[src/rtl/lkr_pkg.sv]
package lkr_pkg;

	localparam int FRAMES_DEF     = 64;
	localparam int STAMP_BITS_DEF = 32;
	localparam int COUNT_BITS_DEF = 8;

	localparam logic [7:0] K_RESET   = 8'd2;
	localparam logic [6:0] FIU_RESET = 7'd64;

	// request modes
	localparam logic [1:0] OP_ACCESS = 2'd0;
	localparam logic [1:0] OP_SETEV  = 2'd1;
	localparam logic [1:0] OP_REMOVE = 2'd2;
	localparam logic [1:0] OP_EVICT  = 2'd3;

	// result status
	localparam logic [1:0] ST_OK      = 2'd0;
	localparam logic [1:0] ST_BAD_ID  = 2'd1;
	localparam logic [1:0] ST_PINNED  = 2'd2;
	localparam logic [1:0] ST_EMPTY   = 2'd3;

	// configuration register indexes
	localparam logic REG_K      = 1'b0;
	localparam logic REG_FRAMES = 1'b1;

	typedef struct packed {
		logic       act;
		logic [1:0] op;
	} cmd_t;

	typedef struct packed {
		logic trk;
		logic ev;
	} sel_t;

endpackage

[src/rtl/lkr_cell.sv]
module lkr_cell #(
	parameter int FRAMES     = lkr_pkg::FRAMES_DEF,
	parameter int STAMP_BITS = lkr_pkg::STAMP_BITS_DEF,
	parameter int COUNT_BITS = lkr_pkg::COUNT_BITS_DEF,
	parameter int IDX        = 0,
	localparam int IW        = $clog2(FRAMES)
) (
	input  logic                  clk,
	input  logic                  arst_n,
	input  lkr_pkg::cmd_t         cmd,
	input  logic [IW-1:0]         cmd_id,
	input  logic                  cmd_ev,
	input  logic [COUNT_BITS-1:0] k_eff,
	input  logic [STAMP_BITS-1:0] now,
	input  logic                  tok_in_valid,
	input  logic                  tok_in_cache,
	input  logic [STAMP_BITS-1:0] tok_in_stamp,
	input  logic [IW-1:0]         tok_in_idx,
	output logic                  tok_out_valid,
	output logic                  tok_out_cache,
	output logic [STAMP_BITS-1:0] tok_out_stamp,
	output logic [IW-1:0]         tok_out_idx,
	output lkr_pkg::sel_t         sel
);

	logic                  trk_q;
	logic                  ev_q;
	logic [COUNT_BITS-1:0] hits_q;
	logic [STAMP_BITS-1:0] stamp_q;

	logic                  hit_me;
	logic                  cache;
	logic                  qual;
	logic                  better;
	logic [COUNT_BITS-1:0] hits_inc;

	assign hit_me   = cmd.act && (cmd_id == IW'(IDX));
	assign cache    = (hits_q >= k_eff);
	assign qual     = trk_q && ev_q;
	assign better   = qual && (!tok_in_valid ||
		({cache, stamp_q} < {tok_in_cache, tok_in_stamp}));
	assign hits_inc = (hits_q < k_eff) ? hits_q + 1'b1 : hits_q;

	assign sel.trk = (cmd_id == IW'(IDX)) && trk_q;
	assign sel.ev  = (cmd_id == IW'(IDX)) && ev_q;

	always_ff @(posedge clk or negedge arst_n) begin
		if (!arst_n) begin
			trk_q <= 1'b0;
			ev_q  <= 1'b0;
		end else if (hit_me) begin
			unique case (cmd.op)
				lkr_pkg::OP_ACCESS: begin
					if (!trk_q) begin
						trk_q <= 1'b1;
						ev_q  <= 1'b0;
					end
				end
				lkr_pkg::OP_SETEV: begin
					if (trk_q) begin
						ev_q <= cmd_ev;
					end
				end
				lkr_pkg::OP_REMOVE, lkr_pkg::OP_EVICT: begin
					trk_q <= 1'b0;
					ev_q  <= 1'b0;
				end
				default: begin
				end
			endcase
		end
	end

	always_ff @(posedge clk) begin
		if (hit_me && cmd.op == lkr_pkg::OP_ACCESS) begin
			if (!trk_q) begin
				hits_q  <= COUNT_BITS'(1);
				stamp_q <= now;
			end else begin
				hits_q <= hits_inc;
				if (hits_inc >= k_eff) begin
					stamp_q <= now;
				end
			end
		end
	end

	// search token moves one cell per cycle
	always_ff @(posedge clk or negedge arst_n) begin
		if (!arst_n) begin
			tok_out_valid <= 1'b0;
		end else begin
			tok_out_valid <= tok_in_valid || qual;
		end
	end

	always_ff @(posedge clk) begin
		if (better) begin
			tok_out_cache <= cache;
			tok_out_stamp <= stamp_q;
			tok_out_idx   <= IW'(IDX);
		end else begin
			tok_out_cache <= tok_in_cache;
			tok_out_stamp <= tok_in_stamp;
			tok_out_idx   <= tok_in_idx;
		end
	end

endmodule

[config.mk]
export PLATFORM = sky130hd
export DESIGN_NAME = lkr_cell
export DESIGN_NICKNAME = d
export VERILOG_FILES = /design/src/rtl/lkr_pkg.sv /design/src/rtl/lkr_cell.sv
export SDC_FILE = /design/constraint.sdc
export NUM_CORES = 1
export LEC_CHECK = 0
export BUFFER_PORTS_ARGS = -buffer_cell sky130_fd_sc_hd__buf_2
export CAP_MARGIN = 20
export CORE_AREA = 2 2 89 91
export CTS_CLUSTER_DIAMETER = 120
export DETAILED_ROUTE_END_ITERATION = 6
export DIE_AREA = 0 0 91 93
export GPL_TIMING_DRIVEN = 0
export PLACE_DENSITY_LB_ADDON = 0.2
export SYNTH_ARGS = -nofsm -noshare
export SYNTH_HDL_FRONTEND = slang
export SYNTH_SLANG_ARGS = --single-unit
[constraint.sdc]
create_clock -name clk -period 6.94 [get_ports clk]
set_input_delay 0.347 -clock clk [delete_from_list [all_inputs] [get_ports clk]]
set_output_delay 0.347 -clock clk [all_outputs]
set_load 0.01 [all_outputs]
==> flow_summary_export.csv <==
group,metric,value,unit
run_status,outcome,"finished clean",
routing,drc,0,
placement,gp_congestion,0.8549,
sta,slew_violations,0,
worst_setup_path,critical_path_arrival,4.10,ns
worst_setup_path,cp.required,7.19,ns
finish,drive_gt1_frac,0.3868,
worst_setup_path,worstSetupPathType,"register to register",
die,coreArea,0.007527,mm²
clock_network,cts_tree,"yes",
synth,synthSimpleGateAreaFrac,0.09812,
global_routing,antenna_found_initial,0,
sta,hold_viol,0,
clock_network,clock_latency,0.35,ns
routing,postRouteAntennaNets,0,
synth,synth_top_family_by_area,"adder cells",
die,dieArea,0.008463,mm²
synth,synth_xor_area_frac,0.01755,
synth,yosysMostFrequentCell,"ha_1",
finish,antenna_cells,0,
sta,min_period,3.853,ns
synth,synth_mux_area_frac,0.09592,
pwr,p_leak,2.406,nW
synth,synth_area_leader_cell,"edfxtp_1",
synth,synth_ff_type,"edfxtp_1",
die,start_util,0.5303,
sta,setup_viol,0,
synth,syn_nets,477,
synth,synth_area_leaders,"edfxtp_1 (30%), dfxtp_1 (20%), ha_1 (15%)",
die,die_x,91,µm
routing,dr.pass1.iters,4,
clock_network,cts_buffer_depth,2,
placement,portBuffers,133,
worst_hold_path,hold_path_class,"input pin to register",
sta,fmax,259.6,MHz
worst_setup_path,end_kind,"register",
sta,setup_tns,0,ns
global_routing,overflow,0,
synth,syn-cell-area,0.003991,mm²
global_routing,grt.total_usage,0.1918,
routing,vias,2896,
global_routing,grt_pass1_vias,2888,
sta,rsz0062_at_grt,"no",
synth,synth_fa_ha_area_frac,0.1536,
synth,syn_avg_cell_area,11.88,µm²
routing,via_per_inst,4.925,
sta,worst_pin_slew,0.7801,ns
die,rows,32,
clock_network,cts-root-buf,"clkbuf_8",
pwr,power.total,1.081,mW
synth,synthArstFlopShare,0.03659,
synth,yosysWarnings,0,
clock_network,clock_sinks,82,
synth,synth_compound_area_frac,0.06677,
placement,dpl.hpwl,6084,µm
routing,wl_per_cell,13.15,µm
clock_network,clk_pin_slew,0.09,ns
clock_network,post_cts_buffers,0,
routing,wl,7733,µm
synth,synth_cell_type_count,38,
routing,drt_iter0_markers,37,
sta,finalCritPeriodShare,0.5551,
synth,synth_edf_count,40,
synth,synth_top_area_frac,0.3009,
synth,netlist_instances,336,
synth,yosysSeqAreaShare,0.5154,
die,pin_count,134,
finish,fin_nets,622,
global_routing,grt_pass1_wl,12810,µm
sta,relSlewSlack,0.4799,
finish,area_growth,25.36,%
pwr,p_per_area,216.0,mW/mm²
synth,synthTopCellsByCount,"ha_1 (49), inv_1 (45), edfxtp_1 (40)",
flow_run,maxCapViolations,0,
worst_setup_path,cp_max_fo,10,
pwr,ir_drop,0.1385,mV
global_routing,grt_max_degree,33,
die,die_h,93,µm
clock_network,htree_levels,3,
sta,skew,0.01640,ns
worst_setup_path,cp-start-kind,"register",
synth,synth-seq-cells,82,
clock_network,cts_resized,0,
clock_network,numCtsBuffers,9,
## layout make-up
cell class	count	area [µm²]
Fill cell	631	2524
Sequential cell	82	2057
Multi-Input combinational cell	204	1725
Timing Repair Buffer	134	675.6
Inverter	45	168.9
Clock buffer	10	137.6
Tap cell	102	127.6
Clock inverter	6	70.07
Buffer	5	41.29
## routing by layer
metal / GRT usage / vias up / wire length (µm)
met1: 0.2207 / 1312 / 3292
li1: - / 1499 / -
met2: 0.3457 / 73 / 3934
met5: 0 / - / 0
met3: 0.04110 / 12 / 383
met4: 0.08207 / 0 / 122
## critical path, stage by stage, from the launching register on
cell      delay [ns]
edfxtp_1        0.42
ha_1            0.31
a21o_1          0.16
a21o_1          0.16
a21o_1          0.24
nor2_1          0.24
o21ai_0         0.17
ha_1            0.34
and4_1          0.26
and4_1          0.19
nand3_1         0.09
o211ai_1        0.12
a211oi_2        0.35
buf_6           0.21
buf_6           0.15
mux2_1          0.32
## path summary, 6_finish.rpt
check,start,end,slack [ns],depth (start not counted)
worst min register to register,stamp_q[30]$_DFFE_PP_,tok_out_stamp[30]$_DFF_P_,0.50,1
worst max register to register,hits_q[5]$_SDFFCE_PN0P_,tok_out_stamp[28]$_DFF_P_,3.09,15
worst max-delay path,hits_q[5]$_SDFFCE_PN0P_,tok_out_stamp[28]$_DFF_P_,3.09,15
worst min-delay path,now[20],stamp_q[20]$_DFFE_PP_,0.16,1
min in group asynchronous,arst_n,tok_out_valid$_DFF_PN0_,0.32,2
max in group asynchronous,arst_n,trk_q$_DFFE_PN0P_,6.50,2
## state kept, by name, indices dropped and copies added, names as in the netlist
register / flops
ev_q: 1
hits_q: 8
tok_out_stamp: 32
tok_out_cache: 1
stamp_q: 32
trk_q: 1
tok_out_idx: 6
tok_out_valid: 1
## where the power goes
part | total, mW | internal, mW | leakage [nW] | switching, mW
combinational | 0.178 | 0.0923 | 1.58 | 0.0862
clock | 0.360 | 0.181 | 0.110 | 0.179
sequential | 0.543 | 0.536 | 0.716 | 0.00676
## cell families after synthesis
group / Yosys count
AO/OA/AOI/OAI: 44
flip-flops: 82
buffers and inverters: 50
AND/OR/NAND/NOR: 69
XOR/XNOR: 8
adder cells (fa/ha/maj): 49
multiplexers: 34
## placed cells by master, fill, tap and decap left out, types with 2 or more instances in the layout
cell type	count
a211oi_1	2
a21o_1	5
a21oi_1	20
a221oi_1	2
and2_1	8
and4_1	5
buf_2	133
buf_4	2
buf_6	2
clkbuf_8	10
dfrtp_1	3
dfxtp_1	39
edfxtp_1	40
ha_1	49
inv_1	45
inv_6	2
mux2_1	4
mux2_2	30
nand2_1	18
nand2b_1	2
nand3_1	6
nand4_1	7
nor2_1	4
nor2b_1	7
nor3_1	2
nor4_1	4
o211ai_1	3
o21ai_0	7
o21ai_1	2
xnor2_1	2
xor2_1	6
## per-stage QoR
step | cell area [µm²] | setup WS, ns | util | cells | hold WS [ns]
2_1_floorplan | 3991 | 3.245 | - | 336 | 0.05141
3_3_place_gp | 4785 | 2.509 | 0.6356 | 571 | 0.1468
3_5_place_dp | 4786 | 2.985 | 0.6358 | 571 | 0.1489
4_1_cts | 5004 | 3.028 | 0.6647 | 588 | 0.1483
5_1_grt | 5004 | 2.770 | 0.6647 | 588 | 0.1434
6_report | 5004 | 3.087 | 0.6647 | 588 | 0.1625
## timing repair
item                       4_1_cts  5_1_grt
hold buffers                     1        0
hold endpoints to repair         3        0
setup endpoints to repair        0        0
No activity file was read; power rests on OpenSTA's default activity.
