`config.mk`:
```
export PLATFORM = sky130hd
export DESIGN_NAME = lkr_ctrl
export DESIGN_NICKNAME = d
export VERILOG_FILES = /design/src/rtl/lkr_pkg.sv /design/src/rtl/lkr_ctrl.sv
export SDC_FILE = /design/constraint.sdc
export NUM_CORES = 1
export LEC_CHECK = 0
export ABC_AREA = 1
export CORE_MARGIN = 2
export CORE_UTILIZATION = 42
export CTS_BUF_LIST = sky130_fd_sc_hd__clkbuf_2 sky130_fd_sc_hd__clkbuf_4 sky130_fd_sc_hd__clkbuf_8
export CTS_CLUSTER_SIZE = 14
export DETAILED_ROUTE_END_ITERATION = 12
export DONT_BUFFER_PORTS = 1
export HOLD_SLACK_MARGIN = 0.1
export PLACE_DENSITY = 0.66
export RECOVER_POWER = 50
export SLEW_MARGIN = 20
export SYNTH_ARGS = -nofsm -noshare
export SYNTH_HDL_FRONTEND = slang
export SYNTH_SLANG_ARGS = --single-unit
```
`constraint.sdc`:
```
create_clock -name clk -period 2.5 [get_ports clk]
set_input_delay 0.5 -clock clk [delete_from_list [all_inputs] [get_ports clk]]
set_output_delay 0.5 -clock clk [all_outputs]
set_load 0.005 [all_outputs]
```
`src/rtl/lkr_pkg.sv`:
```
package lkr_pkg;

	localparam int FRAMES_DEF     = 64;
	localparam int STAMP_BITS_DEF = 32;
	localparam int COUNT_BITS_DEF = 8;

	localparam logic [7:0] K_RESET   = 8'd2;
	localparam logic [6:0] FIU_RESET = 7'd64;

	// request modes
	localparam logic [1:0] OP_ACCESS = 2'd0;
	localparam logic [1:0] OP_SETEV  = 2'd1;
	localparam logic [1:0] OP_REMOVE = 2'd2;
	localparam logic [1:0] OP_EVICT  = 2'd3;

	// result status
	localparam logic [1:0] ST_OK      = 2'd0;
	localparam logic [1:0] ST_BAD_ID  = 2'd1;
	localparam logic [1:0] ST_PINNED  = 2'd2;
	localparam logic [1:0] ST_EMPTY   = 2'd3;

	// configuration register indexes
	localparam logic REG_K      = 1'b0;
	localparam logic REG_FRAMES = 1'b1;

	typedef struct packed {
		logic       act;
		logic [1:0] op;
	} cmd_t;

	typedef struct packed {
		logic trk;
		logic ev;
	} sel_t;

endpackage

```
`src/rtl/lkr_ctrl.sv`:
```
module lkr_ctrl #(
	parameter int FRAMES     = lkr_pkg::FRAMES_DEF,
	parameter int STAMP_BITS = lkr_pkg::STAMP_BITS_DEF,
	parameter int COUNT_BITS = lkr_pkg::COUNT_BITS_DEF,
	localparam int IW        = $clog2(FRAMES)
) (
	input  logic                  clk,
	input  logic                  arst_n,
	input  logic                  start,
	output logic                  busy,
	input  logic [1:0]            mode,
	input  logic [5:0]            frame_idx,
	input  logic                  evictable_value,
	output logic                  done,
	output logic [1:0]            status,
	output logic                  victim_valid,
	output logic [5:0]            victim_frame,
	output logic [6:0]            evictable_count,
	input  logic                  cfg_we,
	input  logic                  cfg_index,
	input  logic [7:0]            cfg_wdata,
	output lkr_pkg::cmd_t         cmd,
	output logic [IW-1:0]         cmd_id,
	output logic                  cmd_ev,
	output logic [COUNT_BITS-1:0] k_eff,
	output logic [STAMP_BITS-1:0] now,
	input  lkr_pkg::sel_t         sel,
	input  logic                  tok_valid,
	input  logic [IW-1:0]         tok_idx
);

	localparam int LW = (IW + 1 > 7) ? IW + 1 : 7;
	localparam int TW = (LW > 7) ? LW : 7;
	localparam int KW = (COUNT_BITS > 8) ? COUNT_BITS : 8;
	localparam int CW = (IW > 0) ? IW : 1;

	localparam logic [1:0] S_IDLE = 2'd0;
	localparam logic [1:0] S_SCAN = 2'd1;
	localparam logic [1:0] S_EXEC = 2'd2;

	logic [1:0]            state_q;
	logic [CW-1:0]         scan_q;
	logic [1:0]            mode_q;
	logic [5:0]            id_q;
	logic                  ev_q;
	logic [7:0]            k_q;
	logic [6:0]            fiu_q;
	logic [STAMP_BITS-1:0] clock_q;
	logic [TW-1:0]         total_q;
	logic                  done_q;
	logic [1:0]            status_q;
	logic                  vv_q;
	logic [5:0]            vf_q;

	logic [KW-1:0]         kx;
	logic [KW-1:0]         hmax;
	logic [LW-1:0]         lim;
	logic [LW-1:0]         id_x;
	logic [LW-1:0]         vic_x;
	logic                  id_ok;
	logic                  accept;

	logic [1:0]            st_d;
	logic                  vv_d;
	logic [TW-1:0]         total_d;
	logic                  clk_inc;

	assign accept = start && (state_q == S_IDLE);
	assign busy   = (state_q != S_IDLE);

	assign kx    = KW'(k_q);
	assign hmax  = KW'({COUNT_BITS{1'b1}});
	assign k_eff = (kx == '0) ? COUNT_BITS'(1) :
		(kx > hmax) ? hmax[COUNT_BITS-1:0] : kx[COUNT_BITS-1:0];

	assign lim   = (LW'(fiu_q) > LW'(FRAMES)) ? LW'(FRAMES) : LW'(fiu_q);
	assign id_x  = LW'(id_q);
	assign id_ok = (id_x < lim);
	assign vic_x = LW'(tok_idx);
	assign now   = clock_q;
	assign cmd_ev = ev_q;

	always_comb begin
		cmd.act = 1'b0;
		cmd.op  = mode_q;
		cmd_id  = id_x[IW-1:0];
		st_d    = lkr_pkg::ST_OK;
		vv_d    = 1'b0;
		total_d = total_q;
		clk_inc = 1'b0;
		if (state_q == S_EXEC) begin
			if (mode_q == lkr_pkg::OP_EVICT) begin
				cmd_id = tok_idx;
				if (tok_valid) begin
					cmd.act = 1'b1;
					vv_d    = 1'b1;
					total_d = total_q - 1'b1;
				end else begin
					st_d = lkr_pkg::ST_EMPTY;
				end
			end else if (!id_ok) begin
				st_d = lkr_pkg::ST_BAD_ID;
			end else begin
				unique case (mode_q)
					lkr_pkg::OP_ACCESS: begin
						cmd.act = 1'b1;
						clk_inc = (clock_q != '1);
					end
					lkr_pkg::OP_SETEV: begin
						cmd.act = 1'b1;
						if (sel.trk && ev_q && !sel.ev) begin
							total_d = total_q + 1'b1;
						end else if (sel.trk && !ev_q && sel.ev) begin
							total_d = total_q - 1'b1;
						end
					end
					lkr_pkg::OP_REMOVE: begin
						if (sel.trk && !sel.ev) begin
							st_d = lkr_pkg::ST_PINNED;
						end else if (sel.trk) begin
							cmd.act = 1'b1;
							total_d = total_q - 1'b1;
						end
					end
					default: begin
					end
				endcase
			end
		end
	end

	always_ff @(posedge clk or negedge arst_n) begin
		if (!arst_n) begin
			state_q <= S_IDLE;
			scan_q  <= '0;
			k_q     <= lkr_pkg::K_RESET;
			fiu_q   <= lkr_pkg::FIU_RESET;
			clock_q <= '0;
			total_q <= '0;
			done_q  <= 1'b0;
		end else begin
			if (cfg_we) begin
				unique case (cfg_index)
					lkr_pkg::REG_K:      k_q   <= cfg_wdata;
					lkr_pkg::REG_FRAMES: fiu_q <= cfg_wdata[6:0];
					default: begin
					end
				endcase
			end
			done_q <= (state_q == S_EXEC);
			unique case (state_q)
				S_IDLE: begin
					scan_q <= '0;
					if (accept) begin
						state_q <= (mode == lkr_pkg::OP_EVICT) ? S_SCAN : S_EXEC;
					end
				end
				S_SCAN: begin
					scan_q <= scan_q + 1'b1;
					if (scan_q == CW'(FRAMES - 1)) begin
						state_q <= S_EXEC;
					end
				end
				S_EXEC: begin
					state_q <= S_IDLE;
					total_q <= total_d;
					if (clk_inc) begin
						clock_q <= clock_q + 1'b1;
					end
				end
				default: begin
					state_q <= S_IDLE;
				end
			endcase
		end
	end

	always_ff @(posedge clk) begin
		if (accept) begin
			mode_q <= mode;
			id_q   <= frame_idx;
			ev_q   <= evictable_value;
		end
		if (state_q == S_EXEC) begin
			status_q <= st_d;
			vv_q     <= vv_d;
			vf_q     <= vv_d ? vic_x[5:0] : 6'd0;
		end
	end

	assign done            = done_q;
	assign status          = status_q;
	assign victim_valid    = vv_q;
	assign victim_frame    = vf_q;
	assign evictable_count = total_q[6:0];

endmodule

```
==> metrics.cfg <==
[run_status]
status = finished, violations left
violations = max-capacitance violations, max-slew violations, negative setup slack

[layout]
fin_nets = 703
final_area_um2 = 5420
num_antenna_cells = 0
layoutNonFillerInstCount = 811
drive_above_1_share_pct = 11.68
fin_util_pct = 47.47
area_delta_synth_final_pct = 10.76

[sta]
fin_crit_ns = 2.784
hold_viol = 0
slew_headroom_pct = -5.752
setup_viol = 1
fin_setup_tns_ns = -0.2840
fin_skew_ns = 0.01073
finalMaxSlewViolations = 64
layout_worst_path_cycle_share_pct = 111.4
fmax_mhz = 359.2
worstMarginPinSlew_ns = 1.586
rsz0062_at_grt = true
finalWorstSetupSlack_ns = -0.2840

[place]
place_inst = 784
gp_congestion = 0.9610
postPlaceCellArea_um2 = 5007
port-buffer-count = 0
hpwl_um = 8660
place_ws_ns = 0.01683

[global_route]
antenna_found_initial = 0
grt_pass1_vias = 4158
grt_overflow = 0
grt_max_degree = 64
grt_pass1_wl_um = 19460
track_usage_pct = 19.40

[logic_synthesis]
synth_cell_types = 39
synth_common_cells = nand2_1 (258), nor2_1 (76), dfrtp_1 (61), inv_1 (51), nand3_1 (35)
synth-simple-area-share_pct = 38.97
synth_top_area_cell = dfrtp_1
syn_area_per_cell_um2 = 7.460
synth_fa_ha_area_share_pct = 2.301
ys_ff_latch = 81
synth-xor-area-share_pct = 3.401
synth_compound_area_share_pct = 4.781
synth.area.mux_share_pct = 0.2301
syn_area_um2 = 4893
synth_area_leaders = dfrtp_1 (31%), nand2_1 (20%), edfxtp_1 (11%)
syn_nets = 696
yosysMostFrequentCell = nand2_1
synth_top_area_share_pct = 31.19
synthCells = 656
synth-main-ff-cell = dfrtp_1
synth_top_family_by_area = simple AND/OR/NAND/NOR gates
async_flop_share_pct = 77.78
synth_edf_count = 18
yosys_warnings = 0
yosysSeqAreaShare_pct = 43.31

[pwr]
p_leak_uw = 0.002553
powerDensity_nw_per_um2 = 472.1
irDropWorstVdd_mv = 0.2743

[clock_tree]
clk_path_buf_depth = 2
cts_tree = yes
clk_latency_ns = 0.37
numClockSinks = 81
clkTransAtPathRegs_ns = 0.08
cts-htree-levels = 3
numCtsBuffers = 9
cts_root_buf = clkbuf_8

[route]
firstDrtPassIters = 4
drc = 0
ant_nets = 0
vias = 4226
drt_iter0_drc = 216
via_per_inst = 5.211
avgRoutedWirePerCell_um = 14.67
wl_um = 11900

[worst_hold_path]
hold_class = input pin to register

[critical_path]
crit_required_ns = 2.00
path_class = register to output port
end_kind = output port
crit_path_top_delay_cell = dfrtp_1
cp_cell_sequence = nor2_1, nand2_1, o31ai_4, nand2_1, ha_4, nand2_2, inv_1, nand2_1, nand2_1, inv_1, nand2_2, nand2_2, and3_4
arrival_ns = 2.28
cp_max_fo = 5
path_delay_family = simple AND/OR/NAND/NOR gates
critPathLaunchType = register
cpMostUsedCell = nand2_1
critPathMaxStageDelay_ns = 0.41
cp.buffers_inverters = 2

[floorplan]
dieArea_um2 = 12530
ioPinCount = 99
start_util_pct = 42.86
rows = 39
die_h_um = 111.9
die_w_um = 111.9
coreArea_um2 = 11420

[job]
cap_violations = 1

==> worst reg2reg max path, cell delays in order (launching register included) <==
cell and delay, ns:
dfrtp_1 0.41, nor2_1 0.09, nand2_1 0.09, o31ai_4 0.29, nand2_1 0.17, ha_4 0.24, nand2_2 0.07, inv_1 0.04
nand2_1 0.05, nand2_1 0.06, inv_1 0.06, nand2_2 0.06, buf_4 0.14, nor2_4 0.12, buf_12 0.14, clkbuf_16 0.14
nand3_1 0.06, nand2_1 0.08
==> per-stage QoR <==
| step | hold slack (ns) | power [uW] |
|---|---|---|
| detailed placement | 0.2058 | 1582 |
| finish | 0.2224 | 2559 |
| global placement | 0.2057 | 1574 |
| CTS | 0.2008 | 2565 |
| global route | 0.1959 | 2664 |
| floorplan | 0.2044 | 1547 |
==> cells in the final DEF, fill, tap and decap left out, drive strengths merged <==
cell and instances:
clkbuf 17, nand3b 17, nand2 262, dfrtp 61, a21oi 6, o31ai 3, xnor2 8, nand4 5
o21ai 27, bufinv 1, a21boi 1, nor3 5, or2 1, a22o 1, clkinvlp 1, o22ai 1
dlygate4sd3 1, nand3 53, xor2 11, a31o 1, nor2 83, nor4 1, edfxtp 18, dfstp 2
a21o 2, ha 9, and3 2, clkinv 5, buf 9, mux2 1, inv 53
==> metal layers <==
metal  part of all wire, %  routed length, um  track usage [%]
met2                    47               5561            33.05
met3                   6.4                767            5.498
met4                   3.8                447            9.187
met5                     0                  0                0
met1                    43               5122            22.61
==> area by class of cell <==
| cell class | instances | area [um2] |
|---|---|---|
| clock buffer | 10 | 131.4 |
| clock inverter | 6 | 58.81 |
| multi-input combinational | 500 | 2515 |
| sequential | 81 | 2120 |
| inverter | 54 | 202.7 |
| timing repair buffer | 17 | 214.0 |
| tap | 143 | 178.9 |
| fill | 1120 | 5998 |
==> repair_timing <==
action | in CTS | in global routing
pin swaps | 2 | 29
setup buffers | 3 | 2
cloned | 0 | 4
endpoints found under the hold margin | 63 | 0
setup endpoints to repair | 1 | 44
resized for setup | 3 | 14
hold buffers | 2 | 0
==> registers in the layout, indices dropped and copies added, names as in the netlist, 2 cells and up <==
name / count
victim_frame: 6
state_q: 2
k_q: 8
now: 32
id_q: 6
evictable_count: 7
scan_q: 6
status: 2
fiu_q: 7
mode_q: 2
==> report_power, final <==
part | internal [uW] | switching, uW
Combinational | 85.7 | 123
Sequential | 1380 | 31.6
Clock | 466 | 471
==> worst paths after layout <==
check                        startpoint                  to  slack [ns]  cells past startpoint
max                            fiu_q[5]              cmd[2]       -0.28                     13
max reg2reg                    fiu_q[5]              now[2]        0.13                     17
min                        frame_idx[5]             id_q[5]        0.22                      0
min in group asynchronous        arst_n             now[17]        1.08                      2
min reg2reg                      k_q[0]              k_q[0]        0.50                      2
max in group asynchronous        arst_n  evictable_count[5]        0.48                      2
==> cells by family (layout without fill, tap and decap cells) <==
family	count (synthesis)	in the layout
compound gates	42	42
flops	81	81
buf+inv	75	87
mux	1	1
xor+xnor	19	19
fa+ha+maj	9	9
simple gates	429	429
Power figures use the tool's default switching activity.
